==> src/rtl/core/sha256_pkg.sv <==
`timescale 1ns / 1ps
package sha256_pkg;

  localparam int unsigned TotalW = 61;

  typedef struct packed {
    logic [7:0] data;
    logic       present;
    logic       last;
  } req_t;

  typedef enum logic [2:0] {
    S_IDLE,
    S_PAD,
    S_LOAD,
    S_ROUND,
    S_ADD,
    S_OUT
  } bk_state_t;

  function automatic logic [31:0] round_k(input logic [5:0] r);
    logic [31:0] k;
    case (r)
      6'd0: k = 32'h428a2f98; 6'd1: k = 32'h71374491; 6'd2: k = 32'hb5c0fbcf;
      6'd3: k = 32'he9b5dba5; 6'd4: k = 32'h3956c25b; 6'd5: k = 32'h59f111f1;
      6'd6: k = 32'h923f82a4; 6'd7: k = 32'hab1c5ed5; 6'd8: k = 32'hd807aa98;
      6'd9: k = 32'h12835b01; 6'd10: k = 32'h243185be; 6'd11: k = 32'h550c7dc3;
      6'd12: k = 32'h72be5d74; 6'd13: k = 32'h80deb1fe; 6'd14: k = 32'h9bdc06a7;
      6'd15: k = 32'hc19bf174; 6'd16: k = 32'he49b69c1; 6'd17: k = 32'hefbe4786;
      6'd18: k = 32'h0fc19dc6; 6'd19: k = 32'h240ca1cc; 6'd20: k = 32'h2de92c6f;
      6'd21: k = 32'h4a7484aa; 6'd22: k = 32'h5cb0a9dc; 6'd23: k = 32'h76f988da;
      6'd24: k = 32'h983e5152; 6'd25: k = 32'ha831c66d; 6'd26: k = 32'hb00327c8;
      6'd27: k = 32'hbf597fc7; 6'd28: k = 32'hc6e00bf3; 6'd29: k = 32'hd5a79147;
      6'd30: k = 32'h06ca6351; 6'd31: k = 32'h14292967; 6'd32: k = 32'h27b70a85;
      6'd33: k = 32'h2e1b2138; 6'd34: k = 32'h4d2c6dfc; 6'd35: k = 32'h53380d13;
      6'd36: k = 32'h650a7354; 6'd37: k = 32'h766a0abb; 6'd38: k = 32'h81c2c92e;
      6'd39: k = 32'h92722c85; 6'd40: k = 32'ha2bfe8a1; 6'd41: k = 32'ha81a664b;
      6'd42: k = 32'hc24b8b70; 6'd43: k = 32'hc76c51a3; 6'd44: k = 32'hd192e819;
      6'd45: k = 32'hd6990624; 6'd46: k = 32'hf40e3585; 6'd47: k = 32'h106aa070;
      6'd48: k = 32'h19a4c116; 6'd49: k = 32'h1e376c08; 6'd50: k = 32'h2748774c;
      6'd51: k = 32'h34b0bcb5; 6'd52: k = 32'h391c0cb3; 6'd53: k = 32'h4ed8aa4a;
      6'd54: k = 32'h5b9cca4f; 6'd55: k = 32'h682e6ff3; 6'd56: k = 32'h748f82ee;
      6'd57: k = 32'h78a5636f; 6'd58: k = 32'h84c87814; 6'd59: k = 32'h8cc70208;
      6'd60: k = 32'h90befffa; 6'd61: k = 32'ha4506ceb; 6'd62: k = 32'hbef9a3f7;
      default: k = 32'hc67178f2;
    endcase
    return k;
  endfunction

  function automatic logic [31:0] start_h(input logic [2:0] i);
    logic [31:0] h;
    case (i)
      3'd0: h = 32'h6a09e667; 3'd1: h = 32'hbb67ae85;
      3'd2: h = 32'h3c6ef372; 3'd3: h = 32'ha54ff53a;
      3'd4: h = 32'h510e527f; 3'd5: h = 32'h9b05688c;
      3'd6: h = 32'h1f83d9ab; default: h = 32'h5be0cd19;
    endcase
    return h;
  endfunction

  function automatic logic [31:0] rotr(input logic [31:0] x, input int n);
    return (x >> n) | (x << (32 - n));
  endfunction

endpackage

==> src/rtl/core/sha256_stream_hasher_unit.sv <==
`timescale 1ns / 1ps
// SHA-256 over a byte stream. Each request carries at most one byte (tuser
// marks it present); tlast ends the message and yields eight digest words,
// H0 first. Bytes pass a 4-deep queue into a compression engine that absorbs
// one byte per cycle while idle; the 64th byte of a block stalls the engine
// for the load, 64 rounds and final add, and a message end adds one or two
// padded blocks and the digest output; the engine takes no byte meanwhile.
module sha256_stream_hasher_unit (
  input  logic        clk,
  input  logic        rst,
  input  logic        s_axis_tvalid,
  output logic        s_axis_tready,
  input  logic [7:0]  s_axis_tdata,   // msg_byte
  input  logic        s_axis_tuser,   // byte_present
  input  logic        s_axis_tlast,   // end_of_message
  output logic        m_axis_tvalid,
  input  logic        m_axis_tready,
  output logic [39:0] m_axis_tdata,   // digest_word[31:0], word_number[34:32]
  output logic        m_axis_tlast    // last_word
);
  import sha256_pkg::*;

  req_t in_req, q_req;
  logic q_valid, q_ready;

  assign in_req = '{data: s_axis_tdata, present: s_axis_tuser, last: s_axis_tlast};

  sha256_fifo u_fifo (
    .clk(clk), .rst(rst),
    .in_valid(s_axis_tvalid), .in_ready(s_axis_tready), .in_req(in_req),
    .out_valid(q_valid), .out_ready(q_ready), .out_req(q_req)
  );

  sha256_engine u_engine (
    .clk(clk), .rst(rst),
    .req_valid(q_valid), .req_ready(q_ready), .req(q_req),
    .m_axis_tvalid(m_axis_tvalid), .m_axis_tready(m_axis_tready),
    .m_axis_tdata(m_axis_tdata), .m_axis_tlast(m_axis_tlast)
  );
endmodule

==> src/rtl/core/sha256_fifo.sv <==
`timescale 1ns / 1ps
module sha256_fifo (
  input  logic                clk,
  input  logic                rst,
  input  logic                in_valid,
  output logic                in_ready,
  input  sha256_pkg::req_t    in_req,
  output logic                out_valid,
  input  logic                out_ready,
  output sha256_pkg::req_t    out_req
);
  import sha256_pkg::*;

  req_t       mem [4];
  logic [1:0] wr_ptr;
  logic [1:0] rd_ptr;
  logic [2:0] count;
  logic       push;
  logic       pop;

  assign in_ready  = (count != 3'd4);
  assign out_valid = (count != 3'd0);
  assign out_req   = mem[rd_ptr];
  assign push      = in_valid && in_ready;
  assign pop       = out_valid && out_ready;

  always_ff @(posedge clk) begin
    if (push) begin
      mem[wr_ptr] <= in_req;
    end
  end

  always_ff @(posedge clk) begin
    if (rst) begin
      wr_ptr <= '0;
      rd_ptr <= '0;
      count  <= '0;
    end else begin
      if (push) wr_ptr <= wr_ptr + 2'd1;
      if (pop) rd_ptr <= rd_ptr + 2'd1;
      count <= count + {2'b0, push} - {2'b0, pop};
    end
  end
endmodule

==> src/rtl/core/sha256_engine.sv <==
`timescale 1ns / 1ps
module sha256_engine (
  input  logic             clk,
  input  logic             rst,
  input  logic             req_valid,
  output logic             req_ready,
  input  sha256_pkg::req_t req,
  output logic             m_axis_tvalid,
  input  logic             m_axis_tready,
  output logic [39:0]      m_axis_tdata,
  output logic             m_axis_tlast
);
  import sha256_pkg::*;

  bk_state_t          state, state_next;
  logic [31:0]        blk [16];
  logic [31:0]        win [16];
  logic [31:0]        hv [8];
  logic [31:0]        a, b, c, d, e, f, g, h;
  logic [TotalW-1:0]  total;
  logic [5:0]         rnd;
  logic [2:0]         wsel;
  logic               two_blk;
  logic               final_blk;
  logic               finishing;

  logic [5:0]  pos;
  logic [3:0]  idx;
  logic [1:0]  lane;
  logic [31:0] w_new, w_cur, t1, t2, s0, s1;
  logic [63:0] bits;

  assign pos  = total[5:0];
  assign idx  = pos[5:2];
  assign lane = pos[1:0];
  assign bits = {total, 3'b000};

  assign s1 = rotr(win[14], 17) ^ rotr(win[14], 19) ^ (win[14] >> 10);
  assign s0 = rotr(win[1], 7) ^ rotr(win[1], 18) ^ (win[1] >> 3);
  assign w_new = s1 + win[9] + s0 + win[0];
  assign w_cur = (rnd < 6'd16) ? win[0] : w_new;
  assign t1 = h + (rotr(e, 6) ^ rotr(e, 11) ^ rotr(e, 25)) + ((e & f) ^ (~e & g))
            + round_k(rnd) + w_cur;
  assign t2 = (rotr(a, 2) ^ rotr(a, 13) ^ rotr(a, 22)) + ((a & b) ^ (a & c) ^ (b & c));

  assign req_ready     = (state == S_IDLE);
  assign m_axis_tvalid = (state == S_OUT);
  assign m_axis_tlast  = (wsel == 3'd7);
  assign m_axis_tdata  = {5'b0, wsel, hv[wsel]};

  always_comb begin
    state_next = state;
    case (state)
      S_IDLE: begin
        if (req_valid) begin
          if (req.present && pos == 6'd63) state_next = S_LOAD;
          else if (req.last) state_next = S_PAD;
        end
      end
      S_PAD:   state_next = S_LOAD;
      S_LOAD:  state_next = S_ROUND;
      S_ROUND: if (rnd == 6'd63) state_next = S_ADD;
      S_ADD: begin
        if (finishing && final_blk) state_next = S_OUT;
        else if (finishing) state_next = S_PAD;
        else state_next = S_IDLE;
      end
      S_OUT:   if (m_axis_tready && wsel == 3'd7) state_next = S_IDLE;
      default: state_next = S_IDLE;
    endcase
  end

  always_ff @(posedge clk) begin
    if (rst) begin
      state     <= S_IDLE;
      total     <= '0;
      rnd       <= '0;
      wsel      <= '0;
      two_blk   <= 1'b0;
      final_blk <= 1'b0;
      finishing <= 1'b0;
      for (int i = 0; i < 8; i++) hv[i] <= start_h(3'(i));
    end else begin
      state <= state_next;
      case (state)
        S_IDLE: begin
          if (req_valid) begin
            finishing <= req.last;
            final_blk <= 1'b0;
            two_blk   <= 1'b0;
            if (req.present) begin
              if (lane == 2'd0) blk[idx] <= {req.data, 24'b0};
              else blk[idx] <= blk[idx] | ({24'b0, req.data} << (5'd24 - {lane, 3'b000}));
              total <= total + 1'b1;
            end
          end
        end
        S_PAD: begin
          if (two_blk) begin
            for (int i = 0; i < 14; i++) blk[i] <= '0;
            blk[14]   <= bits[63:32];
            blk[15]   <= bits[31:0];
            final_blk <= 1'b1;
          end else begin
            if (lane == 2'd0) blk[idx] <= 32'h8000_0000;
            else blk[idx] <= (blk[idx] & ~(32'hFFFF_FFFF >> {lane, 3'b000}))
                           | (32'h0000_0080 << (5'd24 - {lane, 3'b000}));
            for (int i = 0; i < 14; i++) begin
              if (4'(i) > idx) blk[i] <= '0;
            end
            if (pos >= 6'd56) begin
              two_blk <= 1'b1;
              if (idx == 4'd14) blk[15] <= '0;
            end else begin
              blk[14]   <= bits[63:32];
              blk[15]   <= bits[31:0];
              final_blk <= 1'b1;
            end
          end
        end
        S_LOAD: begin
          for (int i = 0; i < 16; i++) win[i] <= blk[i];
          {a, b, c, d, e, f, g, h} <= {hv[0], hv[1], hv[2], hv[3],
                                       hv[4], hv[5], hv[6], hv[7]};
          rnd <= '0;
        end
        S_ROUND: begin
          for (int i = 0; i < 15; i++) win[i] <= win[i+1];
          win[15] <= w_cur;
          {a, b, c, d, e, f, g, h} <= {t1 + t2, a, b, c, d + t1, e, f, g};
          rnd <= rnd + 6'd1;
        end
        S_ADD: begin
          {hv[0], hv[1], hv[2], hv[3], hv[4], hv[5], hv[6], hv[7]} <=
            {hv[0] + a, hv[1] + b, hv[2] + c, hv[3] + d,
             hv[4] + e, hv[5] + f, hv[6] + g, hv[7] + h};
          wsel <= '0;
        end
        S_OUT: begin
          if (m_axis_tready) begin
            wsel <= wsel + 3'd1;
            if (wsel == 3'd7) begin
              for (int i = 0; i < 8; i++) hv[i] <= start_h(3'(i));
              total     <= '0;
              finishing <= 1'b0;
            end
          end
        end
        default: ;
      endcase
    end
  end
endmodule

==> config.mk <==
export PLATFORM = sky130hd
export DESIGN_NAME = sha256_stream_hasher_unit
export DESIGN_NICKNAME = d
export VERILOG_FILES = /design/src/rtl/core/sha256_pkg.sv /design/src/rtl/core/sha256_stream_hasher_unit.sv /design/src/rtl/core/sha256_fifo.sv /design/src/rtl/core/sha256_engine.sv
export SDC_FILE = /design/constraint.sdc
export NUM_CORES = 2
export LEC_CHECK = 0
export BUFFER_PORTS_ARGS = -buffer_cell sky130_fd_sc_hd__buf_2
export CELL_PAD_IN_SITES_DETAIL_PLACEMENT = 1
export CELL_PAD_IN_SITES_GLOBAL_PLACEMENT = 1
export CORE_MARGIN = 2
export CORE_UTILIZATION = 30
export DETAILED_ROUTE_END_ITERATION = 8
export PLACE_DENSITY_LB_ADDON = 0.1
export SLEW_MARGIN = 15
export SYNTH_ARGS = -nofsm -noshare
export SYNTH_HDL_FRONTEND = slang
export SYNTH_SLANG_ARGS = --single-unit
export TNS_END_PERCENT = 100
==> constraint.sdc <==
create_clock -name clk -period 38.4 [get_ports clk]
set_input_delay 1.92 -clock clk [delete_from_list [all_inputs] [get_ports clk]]
set_output_delay 1.92 -clock clk [all_outputs]
set_load 0.01 [all_outputs]
* After elaboration in Yosys (flattened, before gate mapping)
Memory sizes are Yosys's and may differ from the RTL's. A register that Yosys moved wholly into a read port is not among the register bits.
Cells that the tools add are included.
** Cells by class
- Add/subtract/negate cells :: 26
- Magnitude comparators :: 17
- Equality and inequality tests :: 18
- Shifts and indexed selects :: 3
- Mux-type cells :: 200
- Bitwise logic cells :: 69
- Reductions and logical operators :: 21
** Operator list (count)
- 32-bit two-way mux :: 40
- 32-bit adder :: 18
- 256-bit two-way mux :: 2
- 256-bit case mux with 2 select lines :: 1
- 32-bit case mux with 2 select lines :: 8
- 32-bit bitwise XOR :: 9
- 61-bit two-way mux :: 4
- 32-bit bitwise AND :: 6
- 1-bit two-way mux :: 123
- 61-bit case mux with 2 select lines :: 1
- 32-bit binary-select mux with 3-bit select :: 1
- 32-bit inverter :: 2
- 32-bit OR :: 2
- 61-bit by 1-bit adder with 61-bit output (second input constant) :: 1
- 1-bit OR :: 36
- 10-bit by 32-bit OR with 32-bit output :: 1
- 13-bit by 32-bit OR with 32-bit output :: 1
- 14-bit by 32-bit OR with 32-bit output :: 1
- 15-bit by 32-bit OR with 32-bit output :: 1
- 19-bit by 32-bit OR with 32-bit output :: 1
- 21-bit by 32-bit OR with 32-bit output :: 1
- 25-bit by 32-bit OR with 32-bit output :: 1
- 26-bit by 32-bit OR with 32-bit output :: 1
- 30-bit by 32-bit OR with 32-bit output :: 1
- 48 further kinds :: 91
** Word-level totals
- Register bits :: 595
- Memory bits (writable) :: 1064
- ROM bits :: 2048
- Input bits :: 14
- Output and inout bits :: 43
- Memories kept :: 4
** Memories
- (no name shown) :: words 64, width 32, read ports 1, clocked after memory_dff 1, wr ports 0, line sha256_pkg.sv:23 : case (r)
- u_engine.blk :: words 16, width 32, read ports 17, clocked after memory_dff 1, wr ports 16, line sha256_engine.sv:16 : logic [31:0] blk [16];
- u_engine.win :: words 16, width 32, read ports 16, clocked after memory_dff 0, wr ports 16, line sha256_engine.sv:17 : logic [31:0] win [16];
- u_fifo.mem :: words 4, width 10, read ports 1, clocked after memory_dff 1, wr ports 1, line sha256_fifo.sv:14 : req_t mem [4];

* Logic depth before layout (Yosys ltp)
- Word-level depth :: 11
- Gate-level depth with buffers :: 43
- Depth with buffers taken out :: 43

* By module
A second synthesis with hierarchy kept.
** Unflattened totals
- Cells, all modules :: 10402
- Area total of the unflattened synthesis :: 99649.3 µm²
** Modules (own cells, without submodules)
- sha256_engine :: instances 1, cells an instance 10301, area an instance 97686.2 µm²
- sha256_fifo :: instances 1, cells an instance 101, area an instance 1963.1 µm²

* Least setup slack after synthesis
No wires, ideal clock.
- Path kind :: input to register
- Start point :: in rst
- End point :: mem u_engine.win[15][4], in the netlist u_engine.win[7][36], data pin
- Setup time :: 0.282 ns
- Arrival time :: 28.676 ns
- Slack :: 9.442 ns
- Stages :: 4
- Buffers on the path :: 1
- Path through :: clkbuf_1 nor2_1 nand2_1 mux2_2
** RTL lines
- start, declared :: line sha256_stream_hasher_unit.sv:10 : input logic rst,
- end, declared :: line sha256_engine.sv:17

==> metrics.cfg <==
[synthesis]
synth.most_common_cell=nand2_1
syn_inst=10200
synth_top_cells_by_count=2221 x nand2_1, 869 x edfxtp_1, 828 x dfxtp_1
synth_area_sq_mm=0.0984
synthArstFlopShare=0
synthTopCellsByArea=edfxtp_1 27%, dfxtp_1 17%, nand2_1 8.5%, mux4_2 5.3%, ha_1 5.1%
yosysUniqueCellTypes=95
synth_top_cell_by_area=edfxtp_1
synth-edff-count=869
synth-seq-cells=1697
synth_top_cell_area_share=0.265
yosysWarnings=0
synth.avg_cell_area_sq_um=9.65
seq_area_frac_synth=0.434
synth_flop_cell=edfxtp_1

[drt]
totalWireLength_um=445000
postRouteAntennaNets=0
vias=79800
dr.pass1.iters=6
vias_per_cell=5.46
drt_first_iter_violations=6816
wl_per_cell_um=30.5
drc=0

[clock_tree]
post_cts_buffers=0
clockRootBuffer=clkbuf_16
cts_tree=done
cts_hold_buf=0
htreeDepth=4
clkSinkCount=1697
cts.clk_slew.worst_paths_ps=60
clock_path_buffers=4
cts_resized=0
cts_made_buffers=212
clock_latency_ps=940

[pwr]
max-vdd-ir-drop_mv=0.0813
power_density_mw_per_mm2=67.4
p_comb_frac=0.446
power_frac_clock=0.273
seqPwrFrac=0.280
power.switching_w=0.00307
power.share.switching=0.411
p_int_w=0.00440
power_w=0.00746
p_leak_nw=41.7

[place]
gp_congestion=0.932
dp.cells=14200
hpwl_um=326000
numPortBuffers=51

[setup_path]
slowest_stage=o41ai_2
required_ps=38990
cpMostUsedCell=fa_1
timing.rr.start=u_engine.win[7][20]
endpoint_kind=flip-flop
r2r_slack_ps=27020
cpLargestDelayFamily=compound AO/OA/AOI/OAI gates
r2r_cells=42
cp.arrival_ps=11980
start_kind=flip-flop
crit_fanout=5
critPathBufInv=4
critPathMaxStageDelay_ps=630
critPathKind=flip-flop to flip-flop
worstReg2RegEnd=u_engine.a[31]

[timing]
finalClockSkew_ps=121
worst_pin_slew_ps=1220
fmax_mhz=87.9
setup_viol=0
fin_crit_sh=0.296
finalHoldViolCount=0
grt_setup_unrepaired=no
fin_hold_ws_ps=460
report.final.slew_viol_count=0
fin_setup_tns_ps=0
layout_min_cycle_time_ps=11380
slew_headroom=0.187

[die]
rows=210
die_area_sq_mm=0.333
die_h_um=577
ios=57
initial_core_util=0.301
die_width_um=577
coreArea_sq_mm=0.327

[global_route]
grt_pass1_wl_um=631000
grt_pass1_vias=80800
groute.usage.overall=0.262
grt_max_degree=145
antenna_found_initial=41
globalRouteOverflowTotal=0

[hold_path]
min-delay-start=u_engine.blk[13][23]
hold_class=flip-flop to flip-flop
hold_depth=2
hold_end=u_engine.win[6][55]

[layout]
utilization=0.339
fill_cells=36900
fin_nets=10700
area_growth_pct=12.5
fin_cells=14600
drive_gt1_frac=0.124

[run]
maxCapViolations=0

[status]
status=completed

-- power by group through the flow --
stage,Clock [W],Combinational (W),Sequential [W]
2_1_floorplan,0,0.00223,0.00212
3_5_place_dp,0,0.00328,0.00213
5_1_grt,0.00215,0.00364,0.00210
4_1_cts,0.00209,0.00331,0.00209
3_3_place_gp,0,0.00323,0.00213
6_report,0.00204,0.00333,0.00209
-- worst register-to-register path, delay by kind of cell, from the launching register on --
kind | cells | cell delay [ps]
fa+ha+maj | 9 | 3880
buf+inv | 4 | 340
compound gates | 18 | 4390
xor+xnor | 5 | 900
simple gates | 6 | 1020
flops | 1 | 500
-- placed cells by master (no fill, tap or decap), types with 31 or more instances in the layout --
master,netlist,layout
nand2_1,2221,2209
edfxtp_1,869,869
dfxtp_1,828,820
a21oi_1,819,815
nor2_1,677,650
xnor2_1,410,410
ha_1,401,401
o21ai_0,404,400
inv_1,377,377
mux2_2,356,356
mux4_2,233,233
clkbuf_16,0,217
buf_4,6,208
xor2_1,207,207
fa_1,196,196
a21o_1,186,185
a211oi_1,174,172
nand3_1,127,127
nor3_1,101,95
o22ai_1,85,85
a22oi_1,70,70
o21a_1,65,65
clkbuf_1,529,65
nand2b_1,60,59
and3_1,50,50
buf_2,49,50
o21bai_1,47,47
nor2b_1,49,46
a31oi_1,46,46
mux2i_1,44,44
or3_1,35,35
o211ai_1,31,31
clkinv_2,0,31
-- how the worst max path moves through the flow --
stage,slack [ps],from,to,cells after the start
after floorplan,9440,rst,u_engine.win[7][36],4
after global placement,26760,u_engine.win[7][20],u_engine.a[31],42
after detailed placement,26780,u_engine.win[7][20],u_engine.a[31],42
after CTS,26660,u_engine.win[7][20],u_engine.a[31],42
after global routing,26440,u_engine.win[7][20],u_engine.a[31],42
final,27020,u_engine.win[7][20],u_engine.a[31],42
-- cells by family after synthesis --
group	Yosys count	synth area share
AOI/OAI and AO/OA	2193	0.138
xor gates and xnor gates	617	0.0549
adders and majority gates	615	0.0927
buffers and inverters	1003	0.0391
DFF	1697	0.434
muxes	633	0.0986
other	1	0.0000381
and+or+nand+nor	3434	0.143
-- stage by stage --
stage               area (sq um)  setup slack [ps]
finish                    111000             27020
global route              111000             26440
floorplan                  98400              9440
global placement          104000             26760
detailed placement        104000             26780
CTS                       111000             26660
-- registers in the layout, indices dropped and copies added, names as in the netlist, 3 cells and up, named ones only --
register and flops:
u_engine.d 32, u_engine.b 32, u_engine.a 32, u_engine.e 32, u_engine.hv 256, u_engine.g 32, u_engine.win 512, u_engine.wsel 3
u_engine.total 61, u_engine.f 32, u_engine.rnd 6, u_fifo.count 3, u_engine.state 3, u_engine.c 32, u_engine.blk 512, u_engine.h 32
u_fifo.mem 40
-- area by class of cell --
| cell class | instances | area, sq um | area share |
|---|---|---|---|
| diodes | 15 | 37.5 | 0.000339 |
| clock buffers | 309 | 6050 | 0.0546 |
| clock inverters | 87 | 840 | 0.00758 |
| inverters | 380 | 1430 | 0.0129 |
| multi-input cells | 7497 | 52200 | 0.472 |
| flip-flops and latches | 1697 | 42700 | 0.386 |
| well taps | 4346 | 5440 | 0.0491 |
| repair buffers | 267 | 1980 | 0.0179 |
-- metal layers --
layer,routed length [um],GRT usage,vias to the layer above
li1,-,-,35600
met1,211000,0.380,41600
met2,201000,0.418,2047
met3,20600,0.0259,486
met4,11800,0.0659,12
met5,85,0,-
Note: power is estimated with default switching activity, not from simulation.
